--- config.mk ---
export PLATFORM = sky130hd
export DESIGN_NAME = flex_sensor_calibrate_scale_gesture_core
export DESIGN_NICKNAME = d
export VERILOG_FILES = /design/src/rtl/core/fsg_pkg.sv /design/src/rtl/core/fsg_div.sv /design/src/rtl/core/flex_sensor_calibrate_scale_gesture_core.sv
export SDC_FILE = /design/constraint.sdc
export NUM_CORES = 1
export LEC_CHECK = 0
export BUFFER_PORTS_ARGS = -buffer_cell sky130_fd_sc_hd__buf_4
export CORE_MARGIN = 2
export CORE_UTILIZATION = 41
export DETAILED_ROUTE_END_ITERATION = 8
export PLACE_DENSITY = 0.62
export SYNTH_ARGS = -nofsm -noshare
export SYNTH_HDL_FRONTEND = slang
export SYNTH_SLANG_ARGS = --single-unit
export TNS_END_PERCENT = 100
--- constraint.sdc ---
create_clock -name i_clk -period 7.2 [get_ports i_clk]
set_input_delay 1.8 -clock i_clk [delete_from_list [all_inputs] [get_ports i_clk]]
set_output_delay 1.8 -clock i_clk [all_outputs]
set_load 0.02 [all_outputs]
--- src/rtl/core/fsg_pkg.sv ---
// Shared types, constants and codes for the flex-sensor calibrate/scale/gesture block.
package fsg_pkg;

    localparam int FINGERS     = 5;
    localparam int SAMPLE_BITS = 12;
    localparam int POS_W       = 12;
    localparam int JOY_W       = 10;
    localparam int SPAN_W      = SAMPLE_BITS + 1;
    localparam int FS_SHIFT    = 10;                      // full scale 1023 = 2^10 - 1
    localparam int NUM_W       = SAMPLE_BITS + FS_SHIFT;  // (raw - zero) * 1023
    localparam int DEN_W       = SAMPLE_BITS;             // positive span
    localparam int Q_W         = POS_W;                   // quotient bits before saturation
    localparam int DSH_W       = DEN_W + Q_W - 1;
    localparam int CNT_W       = $clog2(Q_W);
    localparam int IDX_W       = (FINGERS > 1) ? $clog2(FINGERS) : 1;

    localparam logic [1:0] CMD_NORMAL = 2'd0;
    localparam logic [1:0] CMD_ZERO   = 2'd1;
    localparam logic [1:0] CMD_SPAN   = 2'd2;

    typedef struct packed {
        logic [1:0]             cmd;
        logic [SAMPLE_BITS-1:0] raw_thumb;
        logic [SAMPLE_BITS-1:0] raw_index;
        logic [SAMPLE_BITS-1:0] raw_middle;
        logic [SAMPLE_BITS-1:0] raw_ring;
        logic [SAMPLE_BITS-1:0] raw_pinky;
        logic [SAMPLE_BITS-1:0] raw_joy_x;
        logic [SAMPLE_BITS-1:0] raw_joy_y;
        logic                   pin_a;
        logic                   pin_b;
        logic                   pin_menu;
        logic                   pin_stick;
    } t_in;

    typedef struct packed {
        logic [POS_W-1:0] pos_thumb;
        logic [POS_W-1:0] pos_index;
        logic [POS_W-1:0] pos_middle;
        logic [POS_W-1:0] pos_ring;
        logic [POS_W-1:0] pos_pinky;
        logic [JOY_W-1:0] joy_x;
        logic [JOY_W-1:0] joy_y;
        logic             grab;
        logic             pinch;
        logic             trigger;
        logic [3:0]       pressed;
    } t_out;

    typedef struct packed {
        logic             start;
        logic [NUM_W-1:0] num;
        logic [DEN_W-1:0] den;
    } t_div_req;

    typedef struct packed {
        logic           done;
        logic           ovf;
        logic [Q_W-1:0] quot;
    } t_div_rsp;

    typedef enum logic [2:0] {
        ST_IDLE,
        ST_CALC,
        ST_START,
        ST_WAIT,
        ST_DONE
    } t_state;

endpackage

--- src/rtl/core/fsg_div.sv ---
// Shared restoring divider: one quotient bit per cycle, flags quotients past Q_W bits.
module fsg_div (
    input  logic              i_clk,
    input  logic              i_rst_n,
    input  fsg_pkg::t_div_req i_req,
    output fsg_pkg::t_div_rsp o_rsp
);

    logic                       r_busy, n_busy;
    logic                       r_done, n_done;
    logic                       r_ovf, n_ovf;
    logic [fsg_pkg::CNT_W-1:0]  r_cnt, n_cnt;
    logic [fsg_pkg::NUM_W-1:0]  r_rem, n_rem;
    logic [fsg_pkg::DSH_W-1:0]  r_dsh, n_dsh;
    logic [fsg_pkg::Q_W-1:0]    r_quot, n_quot;
    logic                       ovf;
    logic                       ge;
    logic [fsg_pkg::DSH_W:0]    diff;

    // quotient >= 2^Q_W exactly when num >= den << Q_W
    assign ovf = ({{fsg_pkg::Q_W{1'b0}}, i_req.num} >=
                  {{fsg_pkg::NUM_W - fsg_pkg::DEN_W{1'b0}}, i_req.den, {fsg_pkg::Q_W{1'b0}}});
    assign diff = {{(fsg_pkg::DSH_W + 1 - fsg_pkg::NUM_W){1'b0}}, r_rem} - {1'b0, r_dsh};
    assign ge   = !diff[fsg_pkg::DSH_W];

    always_comb begin
        n_busy = r_busy;
        n_done = 1'b0;
        n_ovf  = r_ovf;
        n_cnt  = r_cnt;
        n_rem  = r_rem;
        n_dsh  = r_dsh;
        n_quot = r_quot;
        if (i_req.start) begin
            n_busy = !ovf;
            n_done = ovf;
            n_ovf  = ovf;
            n_rem  = i_req.num;
            n_dsh  = {i_req.den, {(fsg_pkg::Q_W - 1){1'b0}}};
            n_cnt  = fsg_pkg::CNT_W'(fsg_pkg::Q_W - 1);
            n_quot = '0;
        end else if (r_busy) begin
            if (ge) begin
                n_rem = diff[fsg_pkg::NUM_W-1:0];
            end
            n_quot = {r_quot[fsg_pkg::Q_W-2:0], ge};
            n_dsh  = r_dsh >> 1;
            if (r_cnt == '0) begin
                n_busy = 1'b0;
                n_done = 1'b1;
            end else begin
                n_cnt = r_cnt - 1'b1;
            end
        end
    end

    always_ff @(posedge i_clk) begin
        if (!i_rst_n) begin
            r_busy <= 1'b0;
            r_done <= 1'b0;
        end else begin
            r_busy <= n_busy;
            r_done <= n_done;
        end
        r_ovf  <= n_ovf;
        r_cnt  <= n_cnt;
        r_rem  <= n_rem;
        r_dsh  <= n_dsh;
        r_quot <= n_quot;
    end

    assign o_rsp.done = r_done;
    assign o_rsp.ovf  = r_ovf;
    assign o_rsp.quot = r_quot;

endmodule

--- src/rtl/core/flex_sensor_calibrate_scale_gesture_core.sv ---
// Top level: flex-sensor two-point calibration, scaling, joystick, buttons and gestures.
// Each finger either skips the division, stops on quotient overflow, or divides in the
// shared divider (12 quotient bits); then the output register is loaded. No new frame
// is taken while one is in progress; the next frame is taken once the result is
// registered, which waits while the output register is full and stalled.
// Reset (synchronous, active low): zero levels and spans clear to 0, position limit to 4095.
module flex_sensor_calibrate_scale_gesture_core (
    input  logic                            i_clk,
    input  logic                            i_rst_n,
    // input frames
    input  logic                            i_in_valid,
    output logic                            o_in_stall,
    input  fsg_pkg::t_in                    i_in_data,
    // results
    output logic                            o_out_valid,
    input  logic                            i_out_stall,
    output fsg_pkg::t_out                   o_out_data,
    // position limit register write
    input  logic                            i_cfg_valid,
    output logic                            o_cfg_ready,
    input  logic [fsg_pkg::POS_W-1:0]       i_cfg_data
);

    fsg_pkg::t_state                   r_state, n_state;
    fsg_pkg::t_in                      r_in, n_in;
    fsg_pkg::t_out                     r_out, n_out;
    logic                              r_out_valid, n_out_valid;
    logic [fsg_pkg::POS_W-1:0]         r_amax, n_amax;
    logic [fsg_pkg::IDX_W-1:0]         r_idx, n_idx;
    logic [fsg_pkg::NUM_W-1:0]         r_num, n_num;
    logic [fsg_pkg::SAMPLE_BITS-1:0]   r_zero [fsg_pkg::FINGERS];
    logic [fsg_pkg::SAMPLE_BITS-1:0]   n_zero [fsg_pkg::FINGERS];
    logic [fsg_pkg::SPAN_W-1:0]        r_span [fsg_pkg::FINGERS];
    logic [fsg_pkg::SPAN_W-1:0]        n_span [fsg_pkg::FINGERS];
    logic [fsg_pkg::POS_W-1:0]         r_pos  [fsg_pkg::FINGERS];
    logic [fsg_pkg::POS_W-1:0]         n_pos  [fsg_pkg::FINGERS];

    logic [fsg_pkg::SAMPLE_BITS-1:0]   in_raw [fsg_pkg::FINGERS];
    logic [fsg_pkg::SAMPLE_BITS-1:0]   cur_raw;
    logic [fsg_pkg::SAMPLE_BITS-1:0]   cur_zero;
    logic [fsg_pkg::SPAN_W-1:0]        cur_span;
    logic [fsg_pkg::SAMPLE_BITS-1:0]   diff;
    logic                              skip;
    logic                              last;
    logic                              in_xfer;
    logic [fsg_pkg::POS_W-1:0]         sat_pos;
    logic [fsg_pkg::POS_W-2:0]         half;
    logic [fsg_pkg::POS_W+1:0]         sum4;
    logic [fsg_pkg::POS_W:0]           sum2;
    fsg_pkg::t_div_req                 div_req;
    fsg_pkg::t_div_rsp                 div_rsp;

    fsg_div u_div (
        .i_clk   (i_clk),
        .i_rst_n (i_rst_n),
        .i_req   (div_req),
        .o_rsp   (div_rsp)
    );

    // finger samples of the new transfer and of the held frame
    assign in_raw = '{i_in_data.raw_thumb, i_in_data.raw_index, i_in_data.raw_middle,
                      i_in_data.raw_ring, i_in_data.raw_pinky};

    always_comb begin
        case (r_idx)
            3'd0:    cur_raw = r_in.raw_thumb;
            3'd1:    cur_raw = r_in.raw_index;
            3'd2:    cur_raw = r_in.raw_middle;
            3'd3:    cur_raw = r_in.raw_ring;
            default: cur_raw = r_in.raw_pinky;
        endcase
    end

    assign cur_zero = r_zero[r_idx];
    assign cur_span = r_span[r_idx];
    assign diff     = cur_raw - cur_zero;
    // no division when the sample is not above zero or the span is not positive
    assign skip     = (cur_raw <= cur_zero) || cur_span[fsg_pkg::SPAN_W-1] || (cur_span == '0);
    assign last     = (r_idx == fsg_pkg::IDX_W'(fsg_pkg::FINGERS - 1));

    // quotient saturated at the position limit; divider overflow already exceeds any limit
    assign sat_pos = (div_rsp.ovf || (div_rsp.quot > r_amax)) ? r_amax : div_rsp.quot;

    // gesture sums over the finished positions
    assign half = r_amax[fsg_pkg::POS_W-1:1];
    assign sum4 = {2'b00, r_pos[1]} + {2'b00, r_pos[2]} + {2'b00, r_pos[3]} + {2'b00, r_pos[4]};
    assign sum2 = {1'b0, r_pos[0]} + {1'b0, r_pos[1]};

    assign in_xfer     = i_in_valid && !o_in_stall;
    assign o_in_stall  = (r_state != fsg_pkg::ST_IDLE);
    assign o_cfg_ready = 1'b1;
    assign o_out_valid = r_out_valid;
    assign o_out_data  = r_out;

    always_comb begin
        n_state     = r_state;
        n_in        = r_in;
        n_out       = r_out;
        n_out_valid = r_out_valid;
        n_amax      = r_amax;
        n_idx       = r_idx;
        n_num       = r_num;
        n_zero      = r_zero;
        n_span      = r_span;
        n_pos       = r_pos;
        div_req     = '0;

        if (i_cfg_valid) begin
            n_amax = i_cfg_data;
        end
        if (r_out_valid && !i_out_stall) begin
            n_out_valid = 1'b0;
        end

        case (r_state)
            fsg_pkg::ST_IDLE: begin
                if (in_xfer) begin
                    n_in  = i_in_data;
                    n_idx = '0;
                    // captures land first so this frame already scales with them
                    for (int f = 0; f < fsg_pkg::FINGERS; f++) begin
                        if (i_in_data.cmd == fsg_pkg::CMD_ZERO) begin
                            n_zero[f] = in_raw[f];
                        end else if (i_in_data.cmd == fsg_pkg::CMD_SPAN) begin
                            n_span[f] = {1'b0, in_raw[f]} - {1'b0, r_zero[f]};
                        end
                    end
                    n_state = fsg_pkg::ST_CALC;
                end
            end
            fsg_pkg::ST_CALC: begin
                // diff * 1023 as (diff << 10) - diff
                n_num = {diff, {fsg_pkg::FS_SHIFT{1'b0}}} -
                        {{fsg_pkg::FS_SHIFT{1'b0}}, diff};
                if (skip) begin
                    n_pos[r_idx] = '0;
                    if (last) begin
                        n_state = fsg_pkg::ST_DONE;
                    end else begin
                        n_idx = r_idx + 1'b1;
                    end
                end else begin
                    n_state = fsg_pkg::ST_START;
                end
            end
            fsg_pkg::ST_START: begin
                div_req.start = 1'b1;
                div_req.num   = r_num;
                div_req.den   = cur_span[fsg_pkg::DEN_W-1:0];
                n_state       = fsg_pkg::ST_WAIT;
            end
            fsg_pkg::ST_WAIT: begin
                if (div_rsp.done) begin
                    n_pos[r_idx] = sat_pos;
                    if (last) begin
                        n_state = fsg_pkg::ST_DONE;
                    end else begin
                        n_idx   = r_idx + 1'b1;
                        n_state = fsg_pkg::ST_CALC;
                    end
                end
            end
            fsg_pkg::ST_DONE: begin
                // hold until the output register is free or being emptied
                if (!r_out_valid || !i_out_stall) begin
                    n_out.pos_thumb  = r_pos[0];
                    n_out.pos_index  = r_pos[1];
                    n_out.pos_middle = r_pos[2];
                    n_out.pos_ring   = r_pos[3];
                    n_out.pos_pinky  = r_pos[4];
                    n_out.joy_x      = r_in.raw_joy_x[fsg_pkg::SAMPLE_BITS-1:2];
                    n_out.joy_y      = r_in.raw_joy_y[fsg_pkg::SAMPLE_BITS-1:2];
                    n_out.grab       = (sum4[fsg_pkg::POS_W+1:2] > {1'b0, half});
                    n_out.pinch      = (sum2[fsg_pkg::POS_W:1] > {1'b0, half});
                    n_out.trigger    = (r_pos[1] > {1'b0, half});
                    n_out.pressed    = ~{r_in.pin_stick, r_in.pin_menu, r_in.pin_b, r_in.pin_a};
                    n_out_valid      = 1'b1;
                    n_state          = fsg_pkg::ST_IDLE;
                end
            end
            default: begin
                n_state = fsg_pkg::ST_IDLE;
            end
        endcase
    end

    always_ff @(posedge i_clk) begin
        if (!i_rst_n) begin
            r_state     <= fsg_pkg::ST_IDLE;
            r_out_valid <= 1'b0;
            r_amax      <= {fsg_pkg::POS_W{1'b1}};
            r_idx       <= '0;
            for (int f = 0; f < fsg_pkg::FINGERS; f++) begin
                r_zero[f] <= '0;
                r_span[f] <= '0;
            end
        end else begin
            r_state     <= n_state;
            r_out_valid <= n_out_valid;
            r_amax      <= n_amax;
            r_idx       <= n_idx;
            r_zero      <= n_zero;
            r_span      <= n_span;
        end
        r_in  <= n_in;
        r_out <= n_out;
        r_num <= n_num;
        r_pos <= n_pos;
    end

endmodule

==> results.cfg <==
[run_status]
status = completed

[timing]
worst-slew-pin-transition_ps = 1280
fmax_mhz = 160
fin_skew_ps = 21.6
grt_setup_unrepaired = false
hold_viol = 0
setup_tns_ps = 0
period_minus_slack_ps = 6240
relSlewSlack = 0.145
setup_slack_ps = 958
setup_viol = 0
maxSlewViolCount = 0
final_min_period_over_clock_period = 0.867

[placement]
place_ws_ps = 1060
port_buffers = 191
place.gp.congestion = 0.886
post-dp-hpwl_um = 50400

[setup_path]
max_stage_delay_ps = 730
slowest_stage = dfxtp_1
worstSetupPathType = reg -> reg
cp.required_ps = 7540
cp-start-kind = flip-flop
path_max_fanout = 13
rr_worst_depth = 20
cp_num_buf_inv = 3
critical_path_arrival_ps = 6580
crit_family = compound AO/OA/AOI/OAI gates
reg2reg_slack_ps = 960
cp-end-kind = flip-flop
r2r-end = r_num[21]
cpMostUsedCell = ha_1
rr_startpoint = r_idx[1]
cp_cell_sequence = clkinv_1 > ha_1 > buf_4 > nor3_1 > o21bai_1 > o21ai_0 > ha_1 > inv_1 > fa_1 > a21o_2 > a21oi_2 > o21ai_1 > a2111oi_0 > nor3_1 > xnor2_1 > ha_1 > o211ai_1 > o31a_4 > o21ai_1 > xor2_1

[synth]
synth_area_per_cell_um2 = 10.2
synthFlopType = edfxtp_1
seq_area_frac_synth = 0.484
yosysWarningCount = 0
ys_ff_latch = 461
synth_edf_count = 288
synth_area_um2 = 25000
synthArstFlopShare = 0
synthesis.nets = 2776
synthDistinctLibCells = 83
syn-instance-count = 2457

[die]
core_area_um2 = 60400
die_area_um2 = 63000
core.rowCount = 90
die-height_um = 251
die_w_um = 251
start_util = 0.415
ios = 197

[power_and_ir_drop]
switching_share = 0.409
p_leak_nw = 11.5
p_per_area_nw_per_um2 = 502
pwr-share-clk = 0.186
seqPwrFrac = 0.290
ir_drop_v = 0.000389
p_sw_mw = 5.95
p_int_mw = 8.61
power_frac_comb = 0.524

[layout]
n_antenna_cell = 0
nets = 2947
syn_to_final_growth_pct = 15.9
layout_common_cells = nand2_1 (351), edfxtp_1 (288), buf_4 (215), inv_1 (206), ha_1 (180)
fill_cells = 5537
final_common_cell = nand2_1
drive_gt1_frac = 0.131

[global_routing]
use_met3 = 0.0325
antenna_found_initial = 0
grt_usage = 0.214
gr-total-overflow = 0
grtUsageMet1 = 0.279
grt_busiest_layer = met2
grt_max_degree = 94
use_met2 = 0.358
grt_pass1_wl_um = 105000
grt_pass1_vias = 18353

[clock_tree]
post_cts_buffers = 0
clock_tree.root_cell = clkbuf_16
clk_pin_slew_worst_paths_ps = 60
postCtsHoldBufs = 0
cts_resized = 0
cts-htree-levels = 2
clock-sinks = 461
ctsLongestPathBuffers = 3
numCtsBuffers = 53
clkLatencyLatePin_ps = 610
cts_tree = built

[route]
firstDrtPassIters = 6
routed_via_density = 5.37
drt_iter0_drc = 1263
wl_per_cell_um = 19.5
via_count = 18546
postRouteWirelength_um = 67400
final_antenna_net_count = 0
drc = 0

[min_path]
hold_class = reg -> reg
hold_path_end = o_out_data[12]
hp-start = r_in[11]
min_path_cells = 0

[run]
drv_cap = 0
[kinds of logic after synthesis]
family	Yosys count	synth area share
AND/OR/NAND/NOR	737	0.137
AO/OA/AOI/OAI	573	0.147
flip-flops	461	0.484
buffers and inverters	308	0.0472
adder cells (fa/ha/maj)	212	0.116
XOR/XNOR	98	0.0343
multiplexers	67	0.0347
other	1	0.000150
[synthesized netlist by cell type, types with 8 or more instances]
master      n  area (µm²)
nor4_1      9        56.3
inv_1     207         777
edfxtp_1  288        8650
a31oi_1    14        87.6
a21oi_1   125         626
fa_1       32         641
o21a_1     15         113
nor2b_1    31         194
nor2_1    118         443
a222oi_1   14         140
dfxtp_1   173        3460
nor3_1     46         230
mux4_2     15         338
nand2b_1   31         194
xnor2_1    68         596
o211ai_1   25         188
xor2_1     30         263
a21boi_0   84         631
nand2_1   351        1320
nand4_1    14        87.6
mux2i_1    45         450
o21ai_0   168         841
buf_1      10        37.5
clkbuf_1   77         289
nand3_1    28         140
a21o_1     38         285
and2_1     47         294
ha_1      180        2250
o211a_1    11         110
buf_2       9        45.0
o21bai_1    8        60.1
o31ai_1     9        67.6
or3_1      24         150
[through the flow]
step,std cells,cell area [µm²],total power [mW],util,hold WS [ps]
detailed placement,3355,27300,11.9,0.452,406
finish,3454,29000,14.6,0.481,407
global route,3454,29000,15.9,0.481,418
CTS,3454,29000,14.6,0.481,403
global placement,3355,27300,11.6,0.452,401
floorplan,2457,25000,9.98,-,400
[worst max path at each step]
stage               cells after the start       endpoint         from  slack (ps)
floorplan                               1  o_out_data[0]  i_out_stall         720
global placement                       20      r_num[21]     r_idx[1]        1270
detailed placement                     20      r_num[21]     r_idx[1]        1060
CTS                                    20      r_num[21]     r_idx[1]        1010
global route                           20      r_num[21]     r_idx[1]         600
finish                                 20      r_num[21]     r_idx[1]         960
[power groups by stage]
stage	Clock [mW]	Combinational, mW	Sequential (mW)
global placement	0	7.38	4.25
global route	2.88	8.69	4.28
detailed placement	0	7.58	4.27
floorplan	0	5.93	4.06
finish	2.71	7.63	4.22
CTS	2.77	7.64	4.22
[area by class of cell]
cell class / instances / area [µm²] / share of cell area
Multi-Input combinational cell: 1688 / 11800 / 0.405
Clock buffer: 72 / 1440 / 0.0496
Clock inverter: 27 / 303 / 0.0104
Tap cell: 782 / 978 / 0.0337
Inverter: 208 / 782 / 0.0270
Timing Repair Buffer: 216 / 1630 / 0.0563
Sequential cell: 461 / 12100 / 0.418
[flip-flops by register name, summed over array words and instances (netlist names)]
register	flops
o_out_data	87
r_in	84
r_span	65
r_pos	60
r_zero	60
u_div.r_dsh	23
r_num	22
u_div.r_rem	22
r_amax	12
u_div.r_quot	12
u_div.r_cnt	4
r_idx	3
r_state	3
o_out_valid	1
u_div.r_busy	1
u_div.r_done	1
u_div.r_ovf	1
[per-layer routing]
metal	vias to the layer above	part of all wire
met2	562	0.48
met3	125	0.055
met1	8820	0.43
met5	-	0
li1	9039	-
met4	0	0.037
No activity file was read; power rests on OpenSTA's default activity.
